## src/hdl/ahr_pkg.sv

```systemverilog
`timescale 1ns / 1ps

package ahr_pkg;

    // defaults for the top-level parameters
    localparam int RING_DEPTH_DEF   = 16;
    localparam int CODE_BITS_DEF    = 64;
    localparam int PAYLOAD_BITS_DEF = 32;

    // fixed field widths at the ports
    localparam int OP_W      = 2;
    localparam int CODE_W    = 64;
    localparam int CAT_W     = 2;
    localparam int PAY_W     = 32;
    localparam int LIM_W     = 5;
    localparam int CNT_OUT_W = 5;
    localparam int GEN_W     = 32;

    localparam logic [OP_W-1:0] OP_PUSH     = 2'd0;
    localparam logic [OP_W-1:0] OP_CLEAR    = 2'd1;
    localparam logic [OP_W-1:0] OP_READ_ALL = 2'd2;
    localparam logic [OP_W-1:0] OP_READ_ACT = 2'd3;

    // classified command, front to back
    typedef struct packed {
        logic [OP_W-1:0]   op;
        logic              deact;
        logic [CODE_W-1:0] code;
        logic [CAT_W-1:0]  cat;
        logic              act;
        logic [PAY_W-1:0]  pay;
        logic [LIM_W-1:0]  limit;
    } cmd_t;

endpackage

```

## src/hdl/ahr_front.sv

```systemverilog
`timescale 1ns / 1ps

module ahr_front
    import ahr_pkg::*;
#(
    parameter int RING_DEPTH = RING_DEPTH_DEF
)
(
    input  logic              clk,
    input  logic              rst_n,
    input  logic              item_valid,
    output logic              item_stall,
    input  logic [OP_W-1:0]   opcode,
    input  logic [CODE_W-1:0] alarm_code,
    input  logic [CAT_W-1:0]  category,
    input  logic              is_active,
    input  logic [PAY_W-1:0]  payload,
    input  logic [LIM_W-1:0]  read_limit,
    output logic              cmd_valid,
    output cmd_t              cmd,
    input  logic              cmd_pop
);

    localparam int Q_DEPTH = 2;
    localparam int QP_W    = $clog2(Q_DEPTH);
    localparam int QF_W    = $clog2(Q_DEPTH + 1);

    cmd_t            q_reg [Q_DEPTH];
    logic [QP_W-1:0] wr_ptr_reg, wr_ptr_next;
    logic [QP_W-1:0] rd_ptr_reg, rd_ptr_next;
    logic [QF_W-1:0] fill_reg, fill_next;
    logic            push;
    cmd_t            in_cmd;

    always_comb
    begin
        in_cmd.op    = opcode;
        in_cmd.deact = (opcode == OP_PUSH) && !is_active;
        in_cmd.code  = alarm_code;
        in_cmd.cat   = category;
        in_cmd.act   = is_active;
        in_cmd.pay   = payload;
        if (int'(read_limit) > RING_DEPTH)
            in_cmd.limit = LIM_W'(RING_DEPTH);
        else
            in_cmd.limit = read_limit;
    end

    assign item_stall = (fill_reg == QF_W'(Q_DEPTH));
    assign push       = item_valid && !item_stall;
    assign cmd_valid  = (fill_reg != '0);
    assign cmd        = q_reg[rd_ptr_reg];

    always_comb
    begin
        wr_ptr_next = wr_ptr_reg;
        rd_ptr_next = rd_ptr_reg;
        fill_next   = fill_reg;
        if (push)
            wr_ptr_next = (wr_ptr_reg == QP_W'(Q_DEPTH - 1)) ? '0 : wr_ptr_reg + 1'b1;
        if (cmd_pop)
            rd_ptr_next = (rd_ptr_reg == QP_W'(Q_DEPTH - 1)) ? '0 : rd_ptr_reg + 1'b1;
        if (push && !cmd_pop)
            fill_next = fill_reg + 1'b1;
        else if (!push && cmd_pop)
            fill_next = fill_reg - 1'b1;
    end

    always_ff @(posedge clk or negedge rst_n)
    begin
        if (!rst_n)
        begin
            wr_ptr_reg <= '0;
            rd_ptr_reg <= '0;
            fill_reg   <= '0;
        end
        else
        begin
            wr_ptr_reg <= wr_ptr_next;
            rd_ptr_reg <= rd_ptr_next;
            fill_reg   <= fill_next;
        end
    end

    always_ff @(posedge clk)
    begin
        if (push)
            q_reg[wr_ptr_reg] <= in_cmd;
    end

endmodule

```

## src/hdl/ahr_back.sv

```systemverilog
`timescale 1ns / 1ps

module ahr_back
    import ahr_pkg::*;
#(
    parameter int RING_DEPTH   = RING_DEPTH_DEF,
    parameter int CODE_BITS    = CODE_BITS_DEF,
    parameter int PAYLOAD_BITS = PAYLOAD_BITS_DEF
)
(
    input  logic                 clk,
    input  logic                 rst_n,
    input  logic                 cmd_valid,
    input  cmd_t                 cmd,
    output logic                 cmd_pop,
    output logic                 result_valid,
    input  logic                 result_stall,
    output logic                 entry_valid,
    output logic [CODE_W-1:0]    entry_code,
    output logic [CAT_W-1:0]     entry_category,
    output logic                 entry_active,
    output logic [PAY_W-1:0]     entry_payload,
    output logic                 last,
    output logic [CNT_OUT_W-1:0] stored_count,
    output logic [CNT_OUT_W-1:0] active_count,
    output logic [CAT_W-1:0]     worst_category,
    output logic [GEN_W-1:0]     generation
);

    localparam int SW = $clog2(RING_DEPTH);
    localparam int CW = $clog2(RING_DEPTH + 1);
    localparam int PW = (PAYLOAD_BITS < PAY_W) ? PAYLOAD_BITS : PAY_W;
    localparam int LW = (CW > LIM_W) ? CW : LIM_W;
    localparam int NCAT = 1 << CAT_W;

    localparam logic [2:0] ST_IDLE   = 3'd0;
    localparam logic [2:0] ST_SEARCH = 3'd1;
    localparam logic [2:0] ST_RDOLD  = 3'd2;
    localparam logic [2:0] ST_WRITE  = 3'd3;
    localparam logic [2:0] ST_EMIT   = 3'd4;
    localparam logic [2:0] ST_WALK   = 3'd5;

    typedef struct packed {
        logic [CODE_BITS-1:0] code;
        logic [CAT_W-1:0]     cat;
        logic [PW-1:0]        pay;
    } slot_t;

    function automatic logic [SW-1:0] prev_slot(input logic [SW-1:0] s);
        logic [SW-1:0] r;
        r = (s == '0) ? SW'(RING_DEPTH - 1) : s - 1'b1;
        return r;
    endfunction

    slot_t ring_mem [RING_DEPTH];
    slot_t rd_data_reg;
    slot_t mem_wdata;
    logic  mem_we, mem_re;
    logic [SW-1:0] mem_raddr;

    logic [2:0]            state_reg, state_next;
    logic [SW-1:0]         head_reg, head_next;
    logic [CW-1:0]         count_reg, count_next;
    logic [GEN_W-1:0]      gen_reg, gen_next;
    logic [RING_DEPTH-1:0] flags_reg, flags_next;
    logic [CW-1:0]         cnt_reg [NCAT];
    logic [CW-1:0]         cnt_next [NCAT];
    logic [CW-1:0]         left_reg, left_next;
    logic [CW-1:0]         issued_reg, issued_next;
    logic [CW-1:0]         n_reg, n_next;
    logic                  s1_valid_reg, s1_valid_next;
    logic                  res_valid_reg, res_valid_next;

    cmd_t                  cur_reg;
    logic [SW-1:0]         ptr_reg, ptr_next;
    logic [SW-1:0]         s1_slot_reg, s1_slot_next;
    logic                  s1_last_reg, s1_last_next;

    logic                  res_entry_valid_reg;
    logic [CODE_W-1:0]     res_code_reg;
    logic [CAT_W-1:0]      res_cat_reg;
    logic                  res_act_reg;
    logic [PAY_W-1:0]      res_pay_reg;
    logic                  res_last_reg;
    logic [CNT_OUT_W-1:0]  res_stored_reg;
    logic [CNT_OUT_W-1:0]  res_active_reg;
    logic [CAT_W-1:0]      res_worst_reg;
    logic [GEN_W-1:0]      res_gen_reg;

    logic [CW-1:0]  act_total;
    logic [CAT_W-1:0] worst;
    logic           out_free;
    logic           load_status, load_entry;
    logic           match, s1_move, can_go, sel, old_act;
    logic [CW-1:0]  avail;
    logic [LW-1:0]  lim_ext, avail_ext;

    assign act_total = CW'(cnt_reg[0] + cnt_reg[1] + cnt_reg[2] + cnt_reg[3]);
    assign worst = (cnt_reg[3] != '0) ? 2'd3 :
                   (cnt_reg[2] != '0) ? 2'd2 :
                   (cnt_reg[1] != '0) ? 2'd1 : 2'd0;
    assign out_free = !res_valid_reg || !result_stall;
    assign match = s1_valid_reg && flags_reg[s1_slot_reg]
                   && (rd_data_reg.code == cur_reg.code[CODE_BITS-1:0]);
    assign old_act = flags_reg[head_reg];

    always_comb
    begin
        state_next    = state_reg;
        head_next     = head_reg;
        count_next    = count_reg;
        gen_next      = gen_reg;
        flags_next    = flags_reg;
        cnt_next      = cnt_reg;
        left_next     = left_reg;
        issued_next   = issued_reg;
        n_next        = n_reg;
        s1_valid_next = s1_valid_reg;
        s1_slot_next  = s1_slot_reg;
        s1_last_next  = s1_last_reg;
        ptr_next      = ptr_reg;
        res_valid_next = res_valid_reg && result_stall;
        mem_we        = 1'b0;
        mem_re        = 1'b0;
        mem_raddr     = ptr_reg;
        mem_wdata     = {cur_reg.code[CODE_BITS-1:0], cur_reg.cat, cur_reg.pay[PW-1:0]};
        cmd_pop       = 1'b0;
        load_status   = 1'b0;
        load_entry    = 1'b0;
        s1_move       = 1'b0;
        can_go        = 1'b0;
        sel           = 1'b0;
        avail         = count_reg;
        lim_ext       = '0;
        avail_ext     = '0;

        case (state_reg)
            ST_IDLE:
            begin
                if (cmd_valid)
                begin
                    cmd_pop = 1'b1;
                    case (cmd.op)
                        OP_PUSH:
                        begin
                            if (cmd.deact && count_reg != '0)
                            begin
                                ptr_next   = prev_slot(head_reg);
                                left_next  = count_reg;
                                state_next = ST_SEARCH;
                            end
                            else
                                state_next = ST_RDOLD;
                        end
                        OP_CLEAR:
                        begin
                            flags_next = '0;
                            for (int c = 0; c < NCAT; c++)
                                cnt_next[c] = '0;
                            head_next  = '0;
                            count_next = '0;
                            gen_next   = gen_reg + 1'b1;
                            state_next = ST_EMIT;
                        end
                        default:
                        begin
                            avail       = (cmd.op == OP_READ_ALL) ? count_reg : act_total;
                            lim_ext     = LW'(cmd.limit);
                            avail_ext   = LW'(avail);
                            n_next      = CW'((lim_ext < avail_ext) ? lim_ext : avail_ext);
                            issued_next = '0;
                            ptr_next    = prev_slot(head_reg);
                            state_next  = (n_next == '0) ? ST_EMIT : ST_WALK;
                        end
                    endcase
                end
            end

            // newest to oldest, one stored entry per cycle, each compared in the cycle after its read
            ST_SEARCH:
            begin
                s1_valid_next = 1'b0;
                if (match)
                begin
                    flags_next[s1_slot_reg]   = 1'b0;
                    cnt_next[rd_data_reg.cat] = cnt_reg[rd_data_reg.cat] - 1'b1;
                    state_next                = ST_RDOLD;
                end
                else if (left_reg != '0)
                begin
                    if (flags_reg[ptr_reg])
                    begin
                        mem_re        = 1'b1;
                        mem_raddr     = ptr_reg;
                        s1_valid_next = 1'b1;
                        s1_slot_next  = ptr_reg;
                    end
                    ptr_next  = prev_slot(ptr_reg);
                    left_next = left_reg - 1'b1;
                end
                else
                    state_next = ST_RDOLD;
            end

            // fetch the entry about to be overwritten, for its category
            ST_RDOLD:
            begin
                mem_re     = 1'b1;
                mem_raddr  = head_reg;
                state_next = ST_WRITE;
            end

            ST_WRITE:
            begin
                for (int c = 0; c < NCAT; c++)
                    cnt_next[c] = cnt_reg[c]
                        - CW'(old_act && (rd_data_reg.cat == CAT_W'(c)))
                        + CW'(cur_reg.act && (cur_reg.cat == CAT_W'(c)));
                flags_next[head_reg] = cur_reg.act;
                mem_we     = 1'b1;
                head_next  = (head_reg == SW'(RING_DEPTH - 1)) ? '0 : head_reg + 1'b1;
                count_next = (count_reg == CW'(RING_DEPTH)) ? count_reg : count_reg + 1'b1;
                gen_next   = gen_reg + 1'b1;
                state_next = ST_EMIT;
            end

            ST_EMIT:
            begin
                if (out_free)
                begin
                    load_status    = 1'b1;
                    res_valid_next = 1'b1;
                    state_next     = ST_IDLE;
                end
            end

            ST_WALK:
            begin
                s1_move = s1_valid_reg && out_free;
                can_go  = !s1_valid_reg || out_free;
                if (s1_move)
                begin
                    load_entry     = 1'b1;
                    res_valid_next = 1'b1;
                end
                s1_valid_next = s1_valid_reg && !s1_move;
                if (issued_reg != n_reg)
                begin
                    sel = (cur_reg.op == OP_READ_ALL) || flags_reg[ptr_reg];
                    if (!sel)
                        ptr_next = prev_slot(ptr_reg);
                    else if (can_go)
                    begin
                        mem_re        = 1'b1;
                        mem_raddr     = ptr_reg;
                        s1_valid_next = 1'b1;
                        s1_slot_next  = ptr_reg;
                        s1_last_next  = (issued_reg == n_reg - 1'b1);
                        issued_next   = issued_reg + 1'b1;
                        ptr_next      = prev_slot(ptr_reg);
                    end
                end
                else if (!s1_valid_reg || s1_move)
                    state_next = ST_IDLE;
            end

            default:
                state_next = ST_IDLE;
        endcase
    end

    always_ff @(posedge clk or negedge rst_n)
    begin
        if (!rst_n)
        begin
            state_reg     <= ST_IDLE;
            head_reg      <= '0;
            count_reg     <= '0;
            gen_reg       <= '0;
            flags_reg     <= '0;
            for (int c = 0; c < NCAT; c++)
                cnt_reg[c] <= '0;
            left_reg      <= '0;
            issued_reg    <= '0;
            n_reg         <= '0;
            s1_valid_reg  <= 1'b0;
            res_valid_reg <= 1'b0;
        end
        else
        begin
            state_reg     <= state_next;
            head_reg      <= head_next;
            count_reg     <= count_next;
            gen_reg       <= gen_next;
            flags_reg     <= flags_next;
            cnt_reg       <= cnt_next;
            left_reg      <= left_next;
            issued_reg    <= issued_next;
            n_reg         <= n_next;
            s1_valid_reg  <= s1_valid_next;
            res_valid_reg <= res_valid_next;
        end
    end

    always_ff @(posedge clk)
    begin
        if (cmd_pop)
            cur_reg <= cmd;
        ptr_reg     <= ptr_next;
        s1_slot_reg <= s1_slot_next;
        s1_last_reg <= s1_last_next;
        if (load_entry)
        begin
            res_entry_valid_reg <= 1'b1;
            res_code_reg        <= CODE_W'(rd_data_reg.code);
            res_cat_reg         <= rd_data_reg.cat;
            res_act_reg         <= flags_reg[s1_slot_reg];
            res_pay_reg         <= PAY_W'(rd_data_reg.pay);
            res_last_reg        <= s1_last_reg;
        end
        else if (load_status)
        begin
            res_entry_valid_reg <= 1'b0;
            res_code_reg        <= '0;
            res_cat_reg         <= '0;
            res_act_reg         <= 1'b0;
            res_pay_reg         <= '0;
            res_last_reg        <= 1'b1;
        end
        if (load_entry || load_status)
        begin
            res_stored_reg <= CNT_OUT_W'(count_reg);
            res_active_reg <= CNT_OUT_W'(act_total);
            res_worst_reg  <= worst;
            res_gen_reg    <= gen_reg;
        end
    end

    // single-port entry store, registered read
    always_ff @(posedge clk)
    begin
        if (mem_we)
            ring_mem[head_reg] <= mem_wdata;
        if (mem_re)
            rd_data_reg <= ring_mem[mem_raddr];
    end

    assign result_valid   = res_valid_reg;
    assign entry_valid    = res_entry_valid_reg;
    assign entry_code     = res_code_reg;
    assign entry_category = res_cat_reg;
    assign entry_active   = res_act_reg;
    assign entry_payload  = res_pay_reg;
    assign last           = res_last_reg;
    assign stored_count   = res_stored_reg;
    assign active_count   = res_active_reg;
    assign worst_category = res_worst_reg;
    assign generation     = res_gen_reg;

    // per-category counters must track the flag vector
    a_flags_vs_counters: assert property (@(posedge clk) disable iff (!rst_n)
        $countones(flags_reg) == int'(act_total))
        else $error("active counters disagree with active flags");

    a_active_le_stored: assert property (@(posedge clk) disable iff (!rst_n)
        act_total <= count_reg)
        else $error("more active entries than stored entries");

    a_s1_only_in_walk: assert property (@(posedge clk) disable iff (!rst_n)
        s1_valid_reg |-> (state_reg == ST_WALK || state_reg == ST_SEARCH))
        else $error("read stage busy outside a walk");

    a_issue_bound: assert property (@(posedge clk) disable iff (!rst_n)
        state_reg == ST_WALK |-> issued_reg <= n_reg)
        else $error("walk issued more entries than requested");

    a_status_is_last: assert property (@(posedge clk) disable iff (!rst_n)
        (res_valid_reg && !res_entry_valid_reg) |-> res_last_reg)
        else $error("status-only item not marked last");

endmodule

```

## src/hdl/alarm_history_ring.sv

```systemverilog
`timescale 1ns / 1ps

// Alarm history log: RING_DEPTH entries, oldest overwritten when full. A
// two-entry command queue decouples the input from the execution engine,
// so up to two items are taken while the engine is busy. The engine holds
// one single-port entry memory with registered read, so a search or a read
// walks stored entries one per cycle, a read only while the result side
// takes its results. A clear goes straight to its status. A push reads the
// entry it overwrites, then writes it; a deactivation first searches for the
// newest active match (the search stops at the match). A read walks the
// entries newest to oldest until the limit is met. Every item is answered
// with at least one item on the result side, the final one marked by
// last; the result register lets the engine keep going while a result
// waits.

module alarm_history_ring
    import ahr_pkg::*;
#(
    parameter int RING_DEPTH   = RING_DEPTH_DEF,
    parameter int CODE_BITS    = CODE_BITS_DEF,
    parameter int PAYLOAD_BITS = PAYLOAD_BITS_DEF
)
(
    input  logic                 clk,
    input  logic                 rst_n,
    input  logic                 item_valid,
    output logic                 item_stall,
    input  logic [OP_W-1:0]      opcode,
    input  logic [CODE_W-1:0]    alarm_code,
    input  logic [CAT_W-1:0]     category,
    input  logic                 is_active,
    input  logic [PAY_W-1:0]     payload,
    input  logic [LIM_W-1:0]     read_limit,
    output logic                 result_valid,
    input  logic                 result_stall,
    output logic                 entry_valid,
    output logic [CODE_W-1:0]    entry_code,
    output logic [CAT_W-1:0]     entry_category,
    output logic                 entry_active,
    output logic [PAY_W-1:0]     entry_payload,
    output logic                 last,
    output logic [CNT_OUT_W-1:0] stored_count,
    output logic [CNT_OUT_W-1:0] active_count,
    output logic [CAT_W-1:0]     worst_category,
    output logic [GEN_W-1:0]     generation
);

    logic cmd_valid;
    logic cmd_pop;
    cmd_t cmd;

    ahr_front #(
        .RING_DEPTH (RING_DEPTH)
    ) u_front (
        .clk        (clk),
        .rst_n      (rst_n),
        .item_valid (item_valid),
        .item_stall (item_stall),
        .opcode     (opcode),
        .alarm_code (alarm_code),
        .category   (category),
        .is_active  (is_active),
        .payload    (payload),
        .read_limit (read_limit),
        .cmd_valid  (cmd_valid),
        .cmd        (cmd),
        .cmd_pop    (cmd_pop)
    );

    ahr_back #(
        .RING_DEPTH   (RING_DEPTH),
        .CODE_BITS    (CODE_BITS),
        .PAYLOAD_BITS (PAYLOAD_BITS)
    ) u_back (
        .clk            (clk),
        .rst_n          (rst_n),
        .cmd_valid      (cmd_valid),
        .cmd            (cmd),
        .cmd_pop        (cmd_pop),
        .result_valid   (result_valid),
        .result_stall   (result_stall),
        .entry_valid    (entry_valid),
        .entry_code     (entry_code),
        .entry_category (entry_category),
        .entry_active   (entry_active),
        .entry_payload  (entry_payload),
        .last           (last),
        .stored_count   (stored_count),
        .active_count   (active_count),
        .worst_category (worst_category),
        .generation     (generation)
    );

endmodule

```

## config.mk

```make
export PLATFORM = sky130hd
export DESIGN_NAME = alarm_history_ring
export DESIGN_NICKNAME = d
export VERILOG_FILES = /design/src/hdl/ahr_pkg.sv /design/src/hdl/ahr_front.sv /design/src/hdl/ahr_back.sv /design/src/hdl/alarm_history_ring.sv
export SDC_FILE = /design/constraint.sdc
export NUM_CORES = 2
export LEC_CHECK = 0
export ABC_AREA = 1
export BUFFER_PORTS_ARGS = -buffer_cell sky130_fd_sc_hd__buf_2
export CORE_MARGIN = 3
export CORE_UTILIZATION = 45
export DETAILED_ROUTE_END_ITERATION = 6
export PLACE_DENSITY = 0.73
export SKIP_CTS_REPAIR_TIMING = 1
export SLEW_MARGIN = 20
export SYNTH_ARGS = -nofsm -noshare
export SYNTH_HDL_FRONTEND = slang
export SYNTH_SLANG_ARGS = --single-unit
```

## constraint.sdc

```tcl
create_clock -name clk -period 12.24 [get_ports clk]
set_input_delay 2.448 -clock clk [delete_from_list [all_inputs] [get_ports clk]]
set_output_delay 2.448 -clock clk [all_outputs]
set_load 0.05 [all_outputs]
```

==> results.toml <==
[hold_path]
hp-class = "flip-flop to flip-flop"
hold_end = "u_back.gen_reg[31]"
hp-start = "u_back.gen_reg[31]"
whs_path_depth = 1

[timing]
fmax_mhz = 185
min_period_ns = 5.41
slew_headroom_pct = 18.6
skew_ns = 0.0514
hold_violations = 0
worst_pin_slew_ns = 1.22
slew_violations = 0
final.period_utilization_pct = 44.2
setup_viol = 0
rsz0062_at_grt = "false"
fin_tns_setup_ns = 0
fin_ws_ns = 6.83

[placed_design]
postPlaceCellArea_um2 = 92300
portBuffers = 256
place_hpwl_um = 115000
place_inst = 9269
gp_congestion = 0.885
pre_cts_ws_ns = 6.69

[layout]
final_cells = 9679
fin_nets = 7032
largest_reg_flops = 1568
syn_to_final_growth_pct = 12.2
drive_above_1_share_pct = 10.1
final_area_um2 = 99400

[clock_network]
numClockSinks = 2236
cts_buffers = 217
root_buffer = "clkbuf_16"
clk_pin_slew_worst_paths_ns = 0.06
cts_tree = "done"
htree_levels = 4
clk_latency_ns = 0.86
cts_buffer_depth = 3

[setup_path]
crit_buf_inv = 5
ff2ff_path_depth = 10
crit_required_ns = 12.96
rrSetupSlack_ns = 6.83
critPathTopFamily = "buffers and inverters"
end_kind = "flip-flop"
crit_path_start_kind = "flip-flop"
cp_slowest_cell = "buf_4"
crit_fanout = 232
worst-setup-path-type = "flip-flop to flip-flop"
rr_startpoint = "u_back.ptr_reg[0]"
rr_endpoint = "u_back.rd_data_reg[65]"
crit_arrival_ns = 6.13
cp_common_cell = "buf_4"
cpPeakStageDelay_ns = 0.89
path_cells = "clkinv_1, o21ai_4, buf_4, buf_4, buf_12, buf_4, o21ai_0, o221ai_1, nand3_1, nand2_1"

[detailed_routing]
post_drt_via_cell_ratio = 5.81
firstDrtPassIters = 7
drc = 3
drtIter0Drc = 7022
postRouteWirelength_um = 226000
vias = 56205
wire_per_inst_um = 23.4
detail-route-antenna-nets = 0

[synthesis]
syn_avg_cell_area_um2 = 13.2
synth_nets = 6861
synthCells = 6694
syn_area_um2 = 88600
seq_area_frac_synth_pct = 75.2
ys_seq_elements = 2236
yosys_warnings = 0
yosysUniqueCellTypes = 50

[global_route]
grt_max_degree = 263
grt_antenna_before_repair = 9
grt_pass1_wl_um = 337000
grt_usage_pct = 21.8
first_global_vias = 55193
overflow = 0

[floorplanning]
start_util_pct = 45.4
die_x_um = 450
core_area_um2 = 195000
num_rows = 162
die_h_um = 450
io-pin-count = 257
dieArea_um2 = 202000

[power]
vdd_drop_max_uv = 204
powerDensity_nw_per_um2 = 254
p_leak_uw = 0.0341
finalPower_uw = 25200

[run]
drv_cap = 0

[status]
status = "finished with violations"
violations = "DRC"
==> synth_stat cells, drive strengths merged <==
| cell type | number | area share [%] |
|---|---|---|
| a221oi | 1 | 0.0099 |
| a31oi | 3 | 0.021 |
| nor2 | 1069 | 4.5 |
| a211o | 1 | 0.0099 |
| o22ai | 125 | 0.88 |
| a2111oi | 1 | 0.0099 |
| buf | 196 | 1.1 |
| a32o | 1 | 0.011 |
| nand3 | 147 | 0.84 |
| nand2 | 797 | 3.4 |
| a22oi | 3 | 0.025 |
| xor2 | 48 | 0.47 |
| nor4 | 5 | 0.035 |
| clkinv | 2 | 0.0085 |
| dfrtp | 101 | 2.9 |
| mux2 | 2 | 0.025 |
| xnor2 | 34 | 0.34 |
| fa | 12 | 0.27 |
| a21boi | 1 | 0.0085 |
| ha | 45 | 0.64 |
| dfxtp | 1 | 0.023 |
| nand3b | 2 | 0.017 |
| a2bb2oi | 1 | 0.0099 |
| or2 | 19 | 0.13 |
| edfxtp | 2134 | 72 |
| inv | 311 | 1.3 |
| nor4b | 1 | 0.0099 |
| nor3b | 2 | 0.017 |
| clkbuf | 186 | 0.83 |
| a21oi | 73 | 0.43 |
| nand4 | 20 | 0.14 |
| o211ai | 109 | 0.93 |
| o221ai | 284 | 2.8 |
| o21a | 4 | 0.034 |
| o21ai | 908 | 5.2 |
| nor3 | 38 | 0.23 |
| a32oi | 7 | 0.069 |
==> logic make-up (layout without fill, tap and decap cells) <==
logic type	after synthesis	after routing	share of synthesized area, %
adders and majority gates	57	57	0.907
muxes	2	2	0.0254
buffers and inverters	695	1054	3.26
other	0	2	0
and+or+nand+nor	2100	2100	9.34
DFF	2236	2236	75.2
xor gates and xnor gates	82	82	0.811
AOI/OAI and AO/OA	1522	1522	10.4
==> layout make-up <==
| cell class | instances | area, um^2 |
|---|---|---|
| clock inverter | 133 | 1340 |
| multi-input combinational | 3763 | 19200 |
| inverter | 313 | 1210 |
| clock buffer | 274 | 5690 |
| antenna | 2 | 5.00 |
| sequential | 2236 | 66600 |
| timing repair buffer | 334 | 1980 |
| tap | 2624 | 3280 |
| fill | 15897 | 95800 |
==> routing by layer <==
layer / share of wire (%) / vias to the layer above / track usage [%]
met1: 39 / 27972 / 29.1
met2: 48 / 2941 / 35.4
met4: 3.4 / 8 / 7.96
met3: 9.5 / 437 / 4.40
li1: - / 24847 / -
met5: 0.019 / - / 0
==> cell usage in the layout, fill, tap and decap left out, types with 100 or more instances in the layout <==
| master | n |
|---|---|
| o221ai_1 | 284 |
| o22ai_1 | 125 |
| nand3_1 | 144 |
| dfrtp_1 | 100 |
| buf_2 | 255 |
| nor2_1 | 1049 |
| clkbuf_16 | 218 |
| o211ai_1 | 108 |
| o21ai_1 | 147 |
| inv_1 | 300 |
| nand2_1 | 792 |
| o21ai_0 | 757 |
| edfxtp_1 | 2134 |
==> where the power goes <==
part	total, uW	internal (uW)	switching (uW)	leakage [uW]
clock network	6600	3710	2880	0.00342
registers	11400	10300	1090	0.0208
logic	7220	1870	5360	0.00989
total	25200	15900	9330	0.0341
==> worst reg2reg max path, cell delays in order, from the launching register on <==
cell,delay [ns]
edfxtp_1,0.53
clkinv_1,0.37
o21ai_4,0.26
buf_4,0.52
buf_4,0.85
buf_12,0.69
buf_4,1.23
o21ai_0,0.26
o221ai_1,0.30
nand3_1,0.13
nand2_1,0.13
==> through the flow <==
step	utilization, %	hold WS [ns]
after floorplan	-	0.425
after global placement	47.3	0.464
after detailed placement	47.3	0.458
after CTS	50.9	0.472
after global routing	50.9	0.490
final	50.9	0.480
==> worst max-delay path by stage <==
stage,end,cells past startpoint,slack (ns),from
detailed placement,u_back.entry_code[55],7,6.69,result_stall
floorplan,u_back.active_count[0],3,1.95,result_stall
global placement,u_back.rd_data_reg[15],8,6.75,result_stall
global route,u_back.rd_data_reg[61],10,6.62,u_back.ptr_reg[0]
finish,u_back.rd_data_reg[65],10,6.83,u_back.ptr_reg[0]
CTS,u_back.rd_data_reg[65],10,7.08,u_back.ptr_reg[0]
Note: power is estimated with default switching activity, not from simulation.
